**src/rtl/tpa_pkg.sv**
```systemverilog
`default_nettype none

package tpa_pkg;

  // Input coordinate and result widths
  localparam int unsigned COORD_W = 16;
  localparam int unsigned PERIM_W = 27;
  localparam int unsigned AREA_W  = 40;

  // Side square root: 50-bit radicand (49 used), 25-bit root, one bit per stage
  localparam int unsigned SIDE_K  = 25;
  localparam int unsigned SIDE_RW = 2 * SIDE_K;

  // Area square root: 108-bit radicand, 54-bit root, one bit per stage
  localparam int unsigned AREA_K     = 54;
  localparam int unsigned AREA_RW    = 2 * AREA_K;
  localparam int unsigned AREA_SHIFT = 10;

  // Factor products and their 27-bit halves
  localparam int unsigned HALF_W = 27;
  localparam int unsigned PROD_W = 2 * HALF_W;

  // Side unit: diff, square, sum stages, then the root stages
  localparam int unsigned SIDE_LAT = 3 + SIDE_K;

  // Input register, side unit, four product stages, root entry, root stages
  localparam int unsigned TOTAL_LAT = 1 + SIDE_LAT + 4 + 1 + AREA_K;

endpackage

`default_nettype wire

```
**src/rtl/tpa_side.sv**
```systemverilog
`default_nettype none

module tpa_side (
  input  wire logic                                clk_i,
  input  wire logic signed [tpa_pkg::COORD_W-1:0]  x1_i,
  input  wire logic signed [tpa_pkg::COORD_W-1:0]  y1_i,
  input  wire logic signed [tpa_pkg::COORD_W-1:0]  x2_i,
  input  wire logic signed [tpa_pkg::COORD_W-1:0]  y2_i,
  output logic             [tpa_pkg::SIDE_K-1:0]   side_o
);

  localparam int unsigned K  = tpa_pkg::SIDE_K;
  localparam int unsigned RW = tpa_pkg::SIDE_RW;
  localparam int unsigned CW = tpa_pkg::COORD_W;

  logic signed [CW:0]   diff_x, diff_y;
  logic [CW-1:0]        dx_q, dy_q;
  logic [2*CW-1:0]      sqx_q, sqy_q;
  logic [2*CW:0]        sq_sum;

  logic [RW-1:0]        rad_q  [K];
  logic [K+1:0]         rem_q  [K];
  logic [K-1:0]         root_q [K+1];

  // Absolute coordinate differences
  assign diff_x = {x1_i[CW-1], x1_i} - {x2_i[CW-1], x2_i};
  assign diff_y = {y1_i[CW-1], y1_i} - {y2_i[CW-1], y2_i};

  always_ff @(posedge clk_i) begin
    dx_q <= diff_x[CW] ? CW'(-diff_x) : diff_x[CW-1:0];
    dy_q <= diff_y[CW] ? CW'(-diff_y) : diff_y[CW-1:0];
  end

  // Square each difference
  always_ff @(posedge clk_i) begin
    sqx_q <= dx_q * dx_q;
    sqy_q <= dy_q * dy_q;
  end

  // Sum and scale into Q.16 before the root
  assign sq_sum = {1'b0, sqx_q} + {1'b0, sqy_q};

  always_ff @(posedge clk_i) begin
    rad_q[0]  <= {1'b0, sq_sum, 16'b0};
    rem_q[0]  <= '0;
    root_q[0] <= '0;
  end

  // Restoring square root, one root bit per stage
  for (genvar k = 0; k < K; k++) begin : g_step
    logic [K+1:0] cur, trial;
    logic         ge;

    assign cur   = {rem_q[k][K-1:0], rad_q[k][RW-1 -: 2]};
    assign trial = {root_q[k], 2'b01};
    assign ge    = cur >= trial;

    always_ff @(posedge clk_i) begin
      root_q[k+1] <= {root_q[k][K-2:0], ge};
    end

    if (k < K - 1) begin : g_carry
      always_ff @(posedge clk_i) begin
        rad_q[k+1] <= rad_q[k] << 2;
        rem_q[k+1] <= ge ? cur - trial : cur;
      end
    end
  end

  assign side_o = root_q[K];

endmodule

`default_nettype wire

```
**config.mk**
```make
export PLATFORM = sky130hd
export DESIGN_NAME = tpa_side
export DESIGN_NICKNAME = d
export VERILOG_FILES = /design/src/rtl/tpa_pkg.sv /design/src/rtl/tpa_side.sv
export SDC_FILE = /design/constraint.sdc
export NUM_CORES = 2
export LEC_CHECK = 0
export BUFFER_PORTS_ARGS = -buffer_cell sky130_fd_sc_hd__buf_2
export CAP_MARGIN = 10
export CORE_MARGIN = 2
export CORE_UTILIZATION = 41
export CTS_CLUSTER_DIAMETER = 120
export DETAILED_ROUTE_END_ITERATION = 7
export PLACE_DENSITY = 0.62
export SLEW_MARGIN = 20
export SYNTH_ARGS = -nofsm -noshare
export SYNTH_HDL_FRONTEND = slang
export SYNTH_SLANG_ARGS = --single-unit
```
**constraint.sdc**
```tcl
create_clock -name clk_i -period 8.03 [get_ports clk_i]
set_clock_uncertainty 0.2 [all_clocks]
set_input_delay 1.606 -clock clk_i [delete_from_list [all_inputs] [get_ports clk_i]]
set_output_delay 1.606 -clock clk_i [all_outputs]
set_load 0.01 [all_outputs]
```
==> metrics.txt <==
slowest stage delay, CP 730 ps; Post-layout nets 7,901; Top Family by Delay on Critical Path adder cells; worst-path fanout max 15; CTS H-tree lvls 4; Avg WL per Cell 14.2 µm; vias in the first global route 45,400; Vias 44,600; die area 162,000 µm²; Post-synth EDFFs 0; Post-DP HPWL 102,000 µm; top_reg_cell synth dfxtp_1; Min Clock Period, post-route 7200 ps; Residual DRC 0; ys async rst share 0%; Buf/Inv on CP 4; slowest CP cell dfxtp_1; initial core utilization 41.2%; total CTS buffers 134; Yosys warning total 0; first-pass GRT wire length 218,000 µm; layout cell share with drive strength beyond 1 6.56%; RSZ-0062 raised after global routing no; cts repair resizes 0; post-synthesis sequential area ratio 39.3%; status complete, no violations; # rows 146; fill count 14,900; I/O pin count 90; Placer Congestion 0.845; Crit Path Class flop to flop; Final period util 89.7%; Port Buffers 89; CTS tree done; leading cell type in the layout, fill and taps excluded dfxtp_1; CORE AREA 158,000 µm²; final setup fails 0; clk_lat worst skew 760 ps; # diodes 0; CTS Hold Bufs 0; DR iter-0 viols 1,956; via-per-instance ratio 4.90; setup_tns 0 ps; largest net degree at the start of global routing 40; total global routing overflow 0; gr usage total 16.1%; iteration count of the initial detailed-routing pass 5; Post-DRT Antenna Nets 0; most frequent cells in the layout 1,279 x dfxtp_1, 970 x inv_1, 599 x ha_1; setup bufs post-CTS 0; Worst EP required 8500 ps; Post-Synthesis Cells 6,770; Max Root-Sink Buffers 3; max_cap viols 0; crit end category flop; post-synthesis net count 7,767; FMAX 139 MHz; Detailed Route WL 129,000 µm; Max Slew Vio Count 0; Synth Cell Area 65,200 µm²; clock sinks 1,279; measured slew at the worst slew-check pin 1130 ps; die height 403 µm; Data arrival, critical path 7680 ps; Hold Vio Cnt, Final 0; Startpoint Class flop; hold crit path type flop to flop; clk root buf clkbuf_16; Die W 403 µm; Distinct cells, synth 93; cells along the critical path inv_1 > nor2_1 > ha_1 > xor2_1 > fa_1 > inv_1 > fa_1 > fa_1 > fa_1 > inv_1 > fa_1 > inv_1 > ha_1 > a21o_1 > a21o_1 > a21o_1 > a2111oi_0 > o2111ai_1 > nand2_1 > o21ai_0 > o21a_1 > nor2_1 > xnor2_1; worst rel slew slack 24.2%; syn avg cell area 9.62 µm²; most frequent CP cell fa_1; #FFs+latches synth 1,279; initial antenna violation count 0; Layout area overhead 11.2%; clk slew on worst S/H paths 60 ps
==> synth_stat cells, types with 65 or more instances <==
| cell type | count | area [µm²] |
|---|---|---|
| nand3_1 | 65 | 325 |
| inv_1 | 970 | 3640 |
| mux2_2 | 67 | 754 |
| o21a_1 | 84 | 631 |
| ha_1 | 599 | 7490 |
| nor2_1 | 342 | 1280 |
| nand2_1 | 517 | 1940 |
| xnor2_1 | 315 | 2760 |
| nor4_1 | 73 | 457 |
| nand2b_1 | 65 | 407 |
| a21o_1 | 128 | 961 |
| nor3_1 | 156 | 781 |
| clkbuf_1 | 86 | 323 |
| a21oi_1 | 323 | 1620 |
| dfxtp_1 | 1279 | 25600 |
| o21ai_0 | 310 | 1550 |
| or3_1 | 66 | 413 |
| xor2_1 | 226 | 1980 |
| and2_1 | 124 | 776 |
| fa_1 | 333 | 6670 |
==> per-layer routing <==
metal	wire length [µm]	vias up	track usage, %
li1	-	22700	-
met1	55300	21000	18.7
met2	66900	610	30.4
met3	3750	206	2.33
met4	3040	0	4.68
met5	0	-	0
==> stage by stage <==
step / setup slack [ps] / area (µm²) / cells / hold slack (ps) / util, %
3_5_place_dp: 843 / 67900 / 8839 / 112 / 43.0
4_1_cts: 836 / 72500 / 9082 / 114 / 45.9
3_3_place_gp: 869 / 67900 / 8839 / 110 / 43.0
6_report: 825 / 72500 / 9083 / 116 / 45.9
5_1_grt: 345 / 72500 / 9083 / 119 / 45.9
2_1_floorplan: 1720 / 65200 / 6770 / 110 / -
==> flip-flops by register name (all words and copies together), names as in the netlist <==
| name | count |
|---|---|
| root_q | 325 |
| rem_q | 555 |
| rad_q | 305 |
| sqx_q | 31 |
| dx_q | 16 |
| dy_q | 16 |
| sqy_q | 31 |
==> kinds of logic after synthesis <==
| group | count (synthesis) | share of synthesized area, % |
|---|---|---|
| compound gates | 1187 | 11.5 |
| xor+xnor | 541 | 7.27 |
| fa+ha+maj | 932 | 21.7 |
| buf+inv | 1078 | 6.24 |
| flops | 1279 | 39.3 |
| mux | 71 | 1.22 |
| other cells | 1 | 0.00576 |
| simple gates | 1681 | 12.7 |
==> worst paths after layout <==
kind	start	to	slack, ps	cells after the start
setup reg to reg	dy_q[3]$_DFF_P_	sqy_q[31]$_DFF_P_	830	23
setup / recovery	dy_q[3]$_DFF_P_	sqy_q[31]$_DFF_P_	830	23
hold reg to reg	rad_q[2][183]$_DFF_P_	rad_q[3][41]$_DFF_P_	120	0
hold / removal	rad_q[2][183]$_DFF_P_	rad_q[3][41]$_DFF_P_	120	0
==> layout make-up <==
type	instances	area, µm²	share of cell area, %
clock buffers	184	3740	5.16
clock inverters	59	810	1.12
inverters	972	3650	5.03
multi-input cells	4413	35500	49.0
flip-flops and latches	1279	25600	35.3
well taps	2072	2590	3.58
repair buffers	104	558	0.770
Power is not shown: default switching activity piles up to over one toggle a cycle in this logic, so the estimate is an artifact.
